`config.mk`:
```
export PLATFORM = sky130hd
export DESIGN_NAME = windowed_peak_picker_core
export DESIGN_NICKNAME = d
export VERILOG_FILES = /design/src/rtl/wpp_pkg.sv /design/src/rtl/wpp_cell.sv /design/src/rtl/wpp_result_fifo.sv /design/src/rtl/windowed_peak_picker_core.sv
export SDC_FILE = /design/constraint.sdc
export NUM_CORES = 1
export LEC_CHECK = 0
export ABC_AREA = 0
export BUFFER_PORTS_ARGS = -buffer_cell sky130_fd_sc_hd__buf_2
export CORE_UTILIZATION = 40
export DETAILED_ROUTE_END_ITERATION = 8
export PLACE_DENSITY = 0.54
export SYNTH_ARGS = -nofsm -noshare
export SYNTH_HDL_FRONTEND = slang
export SYNTH_SLANG_ARGS = --single-unit
```
`constraint.sdc`:
```
create_clock -name clk_i -period 9 [get_ports clk_i]
set_clock_uncertainty 0.15 [all_clocks]
set_input_delay 1.8 -clock clk_i [delete_from_list [all_inputs] [get_ports clk_i]]
set_output_delay 1.8 -clock clk_i [all_outputs]
set_load 0.01 [all_outputs]
```
`src/rtl/wpp_pkg.sv`:
```
// Shared constants and types for the windowed peak picker.
package wpp_pkg;

  localparam int unsigned WINDOW_SIZE = 11;
  localparam int unsigned CENTER_POS  = 5;
  localparam int unsigned SAMPLE_BITS = 16;
  localparam int unsigned FRAME_MAX   = 65536;

  // The centre is clamped into the window.
  localparam int unsigned CENTER_EFF =
      (CENTER_POS < WINDOW_SIZE) ? CENTER_POS : (WINDOW_SIZE - 1);

  // The frame position counter holds values up to FRAME_MAX - 1.
  localparam int unsigned IDX_W   = $clog2(FRAME_MAX);
  // Result values reach FRAME_MAX (a saturated peak count).
  localparam int unsigned VALUE_W = $clog2(FRAME_MAX + 1);

  typedef enum logic {
    KIND_PEAK  = 1'b0,
    KIND_COUNT = 1'b1
  } kind_e;

  typedef struct packed {
    kind_e                kind;
    logic [VALUE_W-1:0]   value;
    logic                 last;
  } result_t;

endpackage

```
`src/rtl/wpp_cell.sv`:
```
// One delay-line cell: holds a sample and its threshold and compares against the centre.
module wpp_cell (
  input  logic                                  clk_i,
  input  logic                                  shift_i,
  input  logic signed [wpp_pkg::SAMPLE_BITS-1:0] sample_i,
  input  logic signed [wpp_pkg::SAMPLE_BITS-1:0] threshold_i,
  input  logic signed [wpp_pkg::SAMPLE_BITS-1:0] centre_i,
  output logic signed [wpp_pkg::SAMPLE_BITS-1:0] sample_o,
  output logic signed [wpp_pkg::SAMPLE_BITS-1:0] threshold_o,
  output logic                                  gt_o
);
  import wpp_pkg::*;

  logic signed [SAMPLE_BITS-1:0] sample_q;
  logic signed [SAMPLE_BITS-1:0] threshold_q;

  always_ff @(posedge clk_i) begin
    if (shift_i) begin
      sample_q    <= sample_i;
      threshold_q <= threshold_i;
    end
  end

  assign sample_o    = sample_q;
  assign threshold_o = threshold_q;
  // Strictly greater: equal samples do not suppress the centre.
  assign gt_o        = (sample_q > centre_i);

endmodule

```
`src/rtl/wpp_result_fifo.sv`:
```
// Two-entry result queue between the peak evaluation and the output channel.
module wpp_result_fifo (
  input  logic             clk_i,
  input  logic             rst_ni,
  input  logic             push_i,
  input  wpp_pkg::result_t push_data_i,
  output logic             push_ready_o,
  output logic             pop_valid_o,
  input  logic             pop_ready_i,
  output wpp_pkg::result_t pop_data_o
);
  import wpp_pkg::*;

  result_t     mem_q [2];
  logic        wr_ptr_q, wr_ptr_d;
  logic        rd_ptr_q, rd_ptr_d;
  logic [1:0]  count_q, count_d;
  logic        do_push, do_pop;

  // Space is judged on the registered fill level only, so the output
  // handshake never reaches back combinationally to the input side.
  assign push_ready_o = (count_q != 2'd2);
  assign pop_valid_o  = (count_q != 2'd0);
  assign pop_data_o   = mem_q[rd_ptr_q];

  assign do_push = push_i && push_ready_o;
  assign do_pop  = pop_valid_o && pop_ready_i;

  always_comb begin
    wr_ptr_d = do_push ? ~wr_ptr_q : wr_ptr_q;
    rd_ptr_d = do_pop  ? ~rd_ptr_q : rd_ptr_q;
    count_d  = count_q;
    if (do_push && !do_pop) begin
      count_d = count_q + 2'd1;
    end else if (!do_push && do_pop) begin
      count_d = count_q - 2'd1;
    end
  end

  always_ff @(posedge clk_i or negedge rst_ni) begin
    if (!rst_ni) begin
      wr_ptr_q <= 1'b0;
      rd_ptr_q <= 1'b0;
      count_q  <= 2'd0;
    end else begin
      wr_ptr_q <= wr_ptr_d;
      rd_ptr_q <= rd_ptr_d;
      count_q  <= count_d;
    end
  end

  always_ff @(posedge clk_i) begin
    if (do_push) begin
      mem_q[wr_ptr_q] <= push_data_i;
    end
  end

endmodule

```
`src/rtl/windowed_peak_picker_core.sv`:
```
// Top level of the windowed peak picker: delay-line cells, peak evaluation and result queue.
//
// Usage: each input transaction on sample_i/threshold_i/frame_end_i (valid/ready) shifts one
// sample and its threshold into a chain of WINDOW_SIZE cells. Once a frame has delivered
// WINDOW_SIZE samples, the cell at the centre is tested in the cycle after the transaction:
// it is a peak when it is at least its own threshold and no other cell holds a strictly
// greater sample. A peak yields a result transaction of kind "peak" carrying the 1-based
// frame position of the centre sample. A transaction with frame_end_i set also yields a
// "count" result with the number of peaks of the frame, then the frame position and the
// count restart from zero. run_last_o marks the final result caused by one input.
// A result passes from the evaluation stage register into the result queue before it is
// offered on the output channel.
// Throughput: one input transaction per cycle while each causes at most one result and the
// evaluation stage can hand it over; an input that causes both a peak and a count holds the
// evaluation stage until both are queued, since the result queue takes one result per cycle.
// When the receiver stalls, the two-entry result queue fills and in_ready_o falls once the
// evaluation stage cannot hand over its result; input readiness depends on registered
// evaluation and queue state only. Reset (rst_ni, asynchronous, active low) empties the queue
// and the evaluation stage and clears the frame position and peak count; the cell contents
// need no reset because no test is made before a frame has refilled the whole window.
module windowed_peak_picker_core (
  input  logic                                  clk_i,
  input  logic                                  rst_ni,
  input  logic                                  in_valid_i,
  output logic                                  in_ready_o,
  input  logic signed [wpp_pkg::SAMPLE_BITS-1:0] sample_i,
  input  logic signed [wpp_pkg::SAMPLE_BITS-1:0] threshold_i,
  input  logic                                  frame_end_i,
  output logic                                  out_valid_o,
  input  logic                                  out_ready_i,
  output logic                                  result_kind_o,
  output logic [wpp_pkg::VALUE_W-1:0]           result_value_o,
  output logic                                  run_last_o
);
  import wpp_pkg::*;

  // Delay-line wiring: index 0 is the newest sample.
  logic signed [SAMPLE_BITS-1:0] samp_w [WINDOW_SIZE];
  logic signed [SAMPLE_BITS-1:0] thr_w  [WINDOW_SIZE];
  logic [WINDOW_SIZE-1:0]        gt_w;
  logic [WINDOW_SIZE-1:0]        gt_others;
  logic signed [SAMPLE_BITS-1:0] centre;

  logic                 in_accept;

  // Frame position of the next input transaction.
  logic [IDX_W-1:0]     index_q, index_d;
  // Evaluation stage: the item whose samples were last shifted in.
  logic                 eval_valid_q, eval_valid_d;
  logic [IDX_W-1:0]     eval_idx_q;
  logic                 eval_last_q;
  // Set once the peak result of a frame-ending item has been queued.
  logic                 eval_phase_q, eval_phase_d;
  logic [VALUE_W-1:0]   peak_total_q, peak_total_d;

  logic                 window_full;
  logic                 is_peak;
  logic                 need_peak;
  logic                 has_result;
  logic                 push;
  logic                 push_ready;
  logic                 eval_done;
  result_t              push_data;
  result_t              pop_data;

  assign in_accept = in_valid_i && in_ready_o;

  // The chain of cells; every cell compares itself with the centre sample.
  assign centre = samp_w[CENTER_EFF];

  for (genvar g = 0; g < WINDOW_SIZE; g++) begin : g_cell
    if (g == 0) begin : g_head
      wpp_cell u_cell (
        .clk_i       (clk_i),
        .shift_i     (in_accept),
        .sample_i    (sample_i),
        .threshold_i (threshold_i),
        .centre_i    (centre),
        .sample_o    (samp_w[g]),
        .threshold_o (thr_w[g]),
        .gt_o        (gt_w[g])
      );
    end else begin : g_body
      wpp_cell u_cell (
        .clk_i       (clk_i),
        .shift_i     (in_accept),
        .sample_i    (samp_w[g-1]),
        .threshold_i (thr_w[g-1]),
        .centre_i    (centre),
        .sample_o    (samp_w[g]),
        .threshold_o (thr_w[g]),
        .gt_o        (gt_w[g])
      );
    end
  end

  // The centre never suppresses itself.
  always_comb begin
    gt_others             = gt_w;
    gt_others[CENTER_EFF] = 1'b0;
  end

  // Peak decision on the registered window of the item in evaluation.
  assign window_full = (eval_idx_q >= IDX_W'(WINDOW_SIZE - 1));
  assign is_peak     = window_full && (centre >= thr_w[CENTER_EFF]) && !(|gt_others);
  assign need_peak   = is_peak && !eval_phase_q;
  assign has_result  = need_peak || eval_last_q;
  assign push        = eval_valid_q && has_result && push_ready;

  // The item leaves evaluation when it has nothing to report, or when its final
  // result goes into the queue.
  assign eval_done = eval_valid_q &&
                     (!has_result || (push_ready && !(need_peak && eval_last_q)));

  assign in_ready_o = !eval_valid_q || eval_done;

  always_comb begin
    if (need_peak) begin
      push_data.kind  = KIND_PEAK;
      push_data.value = VALUE_W'(eval_idx_q) - VALUE_W'(CENTER_EFF - 1);
      push_data.last  = !eval_last_q;
    end else begin
      push_data.kind  = KIND_COUNT;
      push_data.value = peak_total_q;
      push_data.last  = 1'b1;
    end
  end

  always_comb begin
    index_d = index_q;
    if (in_accept) begin
      if (frame_end_i) begin
        index_d = '0;
      end else if (index_q < IDX_W'(FRAME_MAX - 1)) begin
        index_d = index_q + IDX_W'(1);
      end
    end

    eval_valid_d = eval_valid_q;
    if (in_accept) begin
      eval_valid_d = 1'b1;
    end else if (eval_done) begin
      eval_valid_d = 1'b0;
    end

    eval_phase_d = eval_phase_q;
    if (eval_done) begin
      eval_phase_d = 1'b0;
    end else if (push && need_peak && eval_last_q) begin
      eval_phase_d = 1'b1;
    end

    peak_total_d = peak_total_q;
    if (push) begin
      if (need_peak) begin
        if (peak_total_q < VALUE_W'(FRAME_MAX)) begin
          peak_total_d = peak_total_q + VALUE_W'(1);
        end
      end else begin
        peak_total_d = '0;
      end
    end
  end

  always_ff @(posedge clk_i or negedge rst_ni) begin
    if (!rst_ni) begin
      index_q      <= '0;
      eval_valid_q <= 1'b0;
      eval_phase_q <= 1'b0;
      peak_total_q <= '0;
    end else begin
      index_q      <= index_d;
      eval_valid_q <= eval_valid_d;
      eval_phase_q <= eval_phase_d;
      peak_total_q <= peak_total_d;
    end
  end

  always_ff @(posedge clk_i) begin
    if (in_accept) begin
      eval_idx_q  <= index_q;
      eval_last_q <= frame_end_i;
    end
  end

  wpp_result_fifo u_result_fifo (
    .clk_i        (clk_i),
    .rst_ni       (rst_ni),
    .push_i       (push),
    .push_data_i  (push_data),
    .push_ready_o (push_ready),
    .pop_valid_o  (out_valid_o),
    .pop_ready_i  (out_ready_i),
    .pop_data_o   (pop_data)
  );

  assign result_kind_o  = logic'(pop_data.kind);
  assign result_value_o = pop_data.value;
  assign run_last_o     = pop_data.last;

`ifndef SYNTHESIS
  a_phase_needs_item: assert property (@(posedge clk_i) disable iff (!rst_ni)
    eval_phase_q |-> eval_valid_q)
    else $error("second result pending without an item in evaluation");

  a_phase_only_on_end: assert property (@(posedge clk_i) disable iff (!rst_ni)
    eval_phase_q |-> eval_last_q)
    else $error("second result pending for an item that does not end a frame");

  a_total_bounded: assert property (@(posedge clk_i) disable iff (!rst_ni)
    peak_total_q <= VALUE_W'(FRAME_MAX))
    else $error("peak count beyond saturation");

  a_count_clears_total: assert property (@(posedge clk_i) disable iff (!rst_ni)
    (push && !need_peak) |=> (peak_total_q == '0))
    else $error("peak count not cleared after the frame count was queued");

  a_shift_frees_eval: assert property (@(posedge clk_i) disable iff (!rst_ni)
    (in_accept && eval_valid_q) |-> eval_done)
    else $error("window shifted while the previous item was still in evaluation");
`endif

endmodule

```
==> impl_metrics.ini <==
[status]
outcome = finished clean

[synth]
netlist.area_leader.share = 0.584
synth-seq-cells = 366
avgSynthCellArea_um2 = 14.1
yosys-top-cells-area = edfxtp_1, ha_1, dfrtp_1, nand2_1, a21oi_1
seq_area_frac_synth = 0.642
yosysWarnings = 0
synthFlopType = edfxtp_1
synthDistinctLibCells = 68
synthesis.nets = 1411
ys_async_sr_fraction = 0.107
syn_area_mm2 = 0.0168
synth_top_cell_by_area = edfxtp_1
synthCells = 1192
synth_edf_count = 327

[floorplan]
num_rows = 74
die_h_um = 207
io_pins = 58
die_w_um = 207
start_util = 0.409
die_area_mm2 = 0.0429
core_mm2 = 0.0411

[timing]
setup_violations = 0
grt_setup_unrepaired = false
slew_violations = 0
relSlewSlack = 0.314
tightest_slew_ns = 1.03
timing.fmax_mhz = 164
fin_crit_ns = 6.11
hold_violations = 0
fin_crit_sh = 0.679
finalSetupTns_ns = 0
fin_ws_ns = 2.89

[final_layout]
finalNonFillerCells = 1850
layout.nets = 1503
drive_above_1_share = 0.122
fin_util = 0.469
antenna-diode-count = 0
final_common_cell = edfxtp_1
mostFrequentLayoutCells = edfxtp_1, ha_1, nand2_1
area_growth_pct = 14.6

[power]
pwr-share-seq = 0.468
peakVddDrop_v = 0.000121
p_total_mw = 4.88
leakagePower_nw = 7.50
pwr-share-clk = 0.374
powerDensity_mw_per_mm2 = 253
p_int_mw = 3.57
swShare = 0.268
power_switching_mw = 1.31
p_comb_frac = 0.157

[clocking]
cts_tree = done
cts_setup_buffers = 0
ctsHtreeMaxLevel = 2
clk_latency_ns = 0.57
clockBufferDepth = 3
ctsHoldBuffers = 0
cts.repair.resized = 0
cts.sinks = 366
cts-root-buf = clkbuf_16
cts-buffers-inserted = 42
clk_pin_slew_worst_paths_ns = 0.06

[placed_design]
hpwl_um = 22500
port_buffers = 57
pre_cts_slack_ns = 3.44
dp_cells = 1772
gp_congestion = 0.846

[routing]
firstDrtPassIters = 6
drc = 0
drt-initial-drc-count = 488
wl_per_cell_um = 17.5
routed_wl_um = 32300
ant_nets = 0
vias_per_cell = 5.33
via_count = 9853

[global_route]
grt_pass1_wl_um = 52500
grtUsageTotal = 0.155
gr-total-overflow = 0
grt_antenna_before_repair = 0
grt_max_degree = 150
grt_pass1_vias = 9894

[worst_hold_path]
hold_class = reg2reg

[worst_setup_path]
cp_max_fo = 10
critPathKind = reg2out
critPathRequiredTime_ns = 7.05
worstPathArrival_ns = 4.16
critPathCaptureType = output pin
cp-start-kind = register

[run]
drv_cap = 0
area by class of cell:
cell class	instances	area, um2
Fill cell	3624	21800
Sequential cell	366	10800
Multi-Input combinational cell	737	5680
Clock buffer	50	1130
Tap cell	532	666
Clock inverter	28	364
Timing Repair Buffer	63	343
Inverter	74	285
power by group through the flow:
stage / sequential [mW] / clock, mW / combinational (mW)
6_report: 2.29 / 1.83 / 0.769
5_1_grt: 2.32 / 1.93 / 0.880
4_1_cts: 2.29 / 1.87 / 0.781
3_5_place_dp: 2.32 / 0 / 0.775
3_3_place_gp: 2.31 / 0 / 0.761
2_1_floorplan: 2.27 / 0 / 0.562
cells in the mapped netlist, types with 10 or more instances:
library cell and instances:
a21o_1 20, a21oi_1 61, a31oi_1 18, dfrtp_1 39, edfxtp_1 327, ha_1 182, inv_1 72, mux2_2 19
nand2_1 94, nand2b_1 10, nand3_1 33, nand4_1 41, nor2_1 37, nor2b_1 10, nor3_1 15, nor4_1 13
o211ai_1 10, o21ai_0 20, o21ai_1 17, xnor2_1 11
flip-flops by register name (all words and copies together) (netlist names), 2 cells and up:
| register | flops |
|---|---|
| g_cell.g_body.u_cell.sample_o | 160 |
| g_cell.g_body.u_cell.threshold_o | 80 |
| u_result_fifo.mem_q | 38 |
| peak_total_q | 17 |
| eval_idx_q | 16 |
| g_cell.g_head.u_cell.sample_o | 16 |
| g_cell.g_head.u_cell.threshold_o | 16 |
| index_q | 16 |
| u_result_fifo.count_q | 2 |
final timing paths:
path / startpoint / endpoint / slack (ns) / cells after the start
min in group asynchronous: rst_ni / peak_total_q[13]$_DFFE_PN0P_ / 1.23 / 1
worst max register to register: g_cell[5].g_body.u_cell.sample_o[11]$_DFFE_PP_ / g_cell[7].g_body.u_cell.sample_o[10]$_DFFE_PP_ / 3.48 / 12
worst min register to register: g_cell[1].g_body.u_cell.threshold_o[9]$_DFFE_PP_ / g_cell[2].g_body.u_cell.threshold_o[9]$_DFFE_PP_ / 0.26 / 0
max in group asynchronous: rst_ni / index_q[2]$_DFFE_PN0P_ / 6.85 / 1
worst min-delay path: g_cell[1].g_body.u_cell.threshold_o[9]$_DFFE_PP_ / g_cell[2].g_body.u_cell.threshold_o[9]$_DFFE_PP_ / 0.26 / 0
worst max-delay path: g_cell[5].g_body.u_cell.sample_o[13]$_DFFE_PP_ / in_ready_o / 2.89 / 12
stage by stage:
stage          area [um2]  hold WS [ns]
2_1_floorplan       16800         0.250
3_3_place_gp        17800         0.250
3_5_place_dp        17800         0.255
4_1_cts             19300         0.266
5_1_grt             19300         0.272
6_report            19300         0.263
layer usage:
metal | track usage | vias up | share of wire
met4 | 0.0710 | 0 | 0.035
met5 | 0 | - | 0
met1 | 0.204 | 4766 | 0.45
met2 | 0.254 | 180 | 0.47
met3 | 0.0240 | 71 | 0.035
li1 | - | 4836 | -
critical path, stage by stage (launching register included):
cell	delay, ns
edfxtp_1	0.41
inv_1	0.35
ha_1	0.33
a21o_1	0.20
a2111oi_2	0.43
o211ai_1	0.14
o31a_1	0.29
nor4_1	0.23
nand3_1	0.23
nor3_4	0.48
maj3_1	0.27
nand2_1	0.08
buf_2	0.16
cell families (layout without fill, tap and decap cells):
family / Yosys count / after routing / share of synthesized area
flip-flops: 366 / 366 / 0.642
AND/OR/NAND/NOR: 304 / 304 / 0.0945
AO/OA/AOI/OAI: 212 / 212 / 0.0844
adder cells (fa/ha/maj): 183 / 183 / 0.136
buffers and inverters: 89 / 215 / 0.0202
multiplexers: 23 / 23 / 0.0152
XOR/XNOR: 15 / 15 / 0.00781
(Power assumes the default switching activity.)
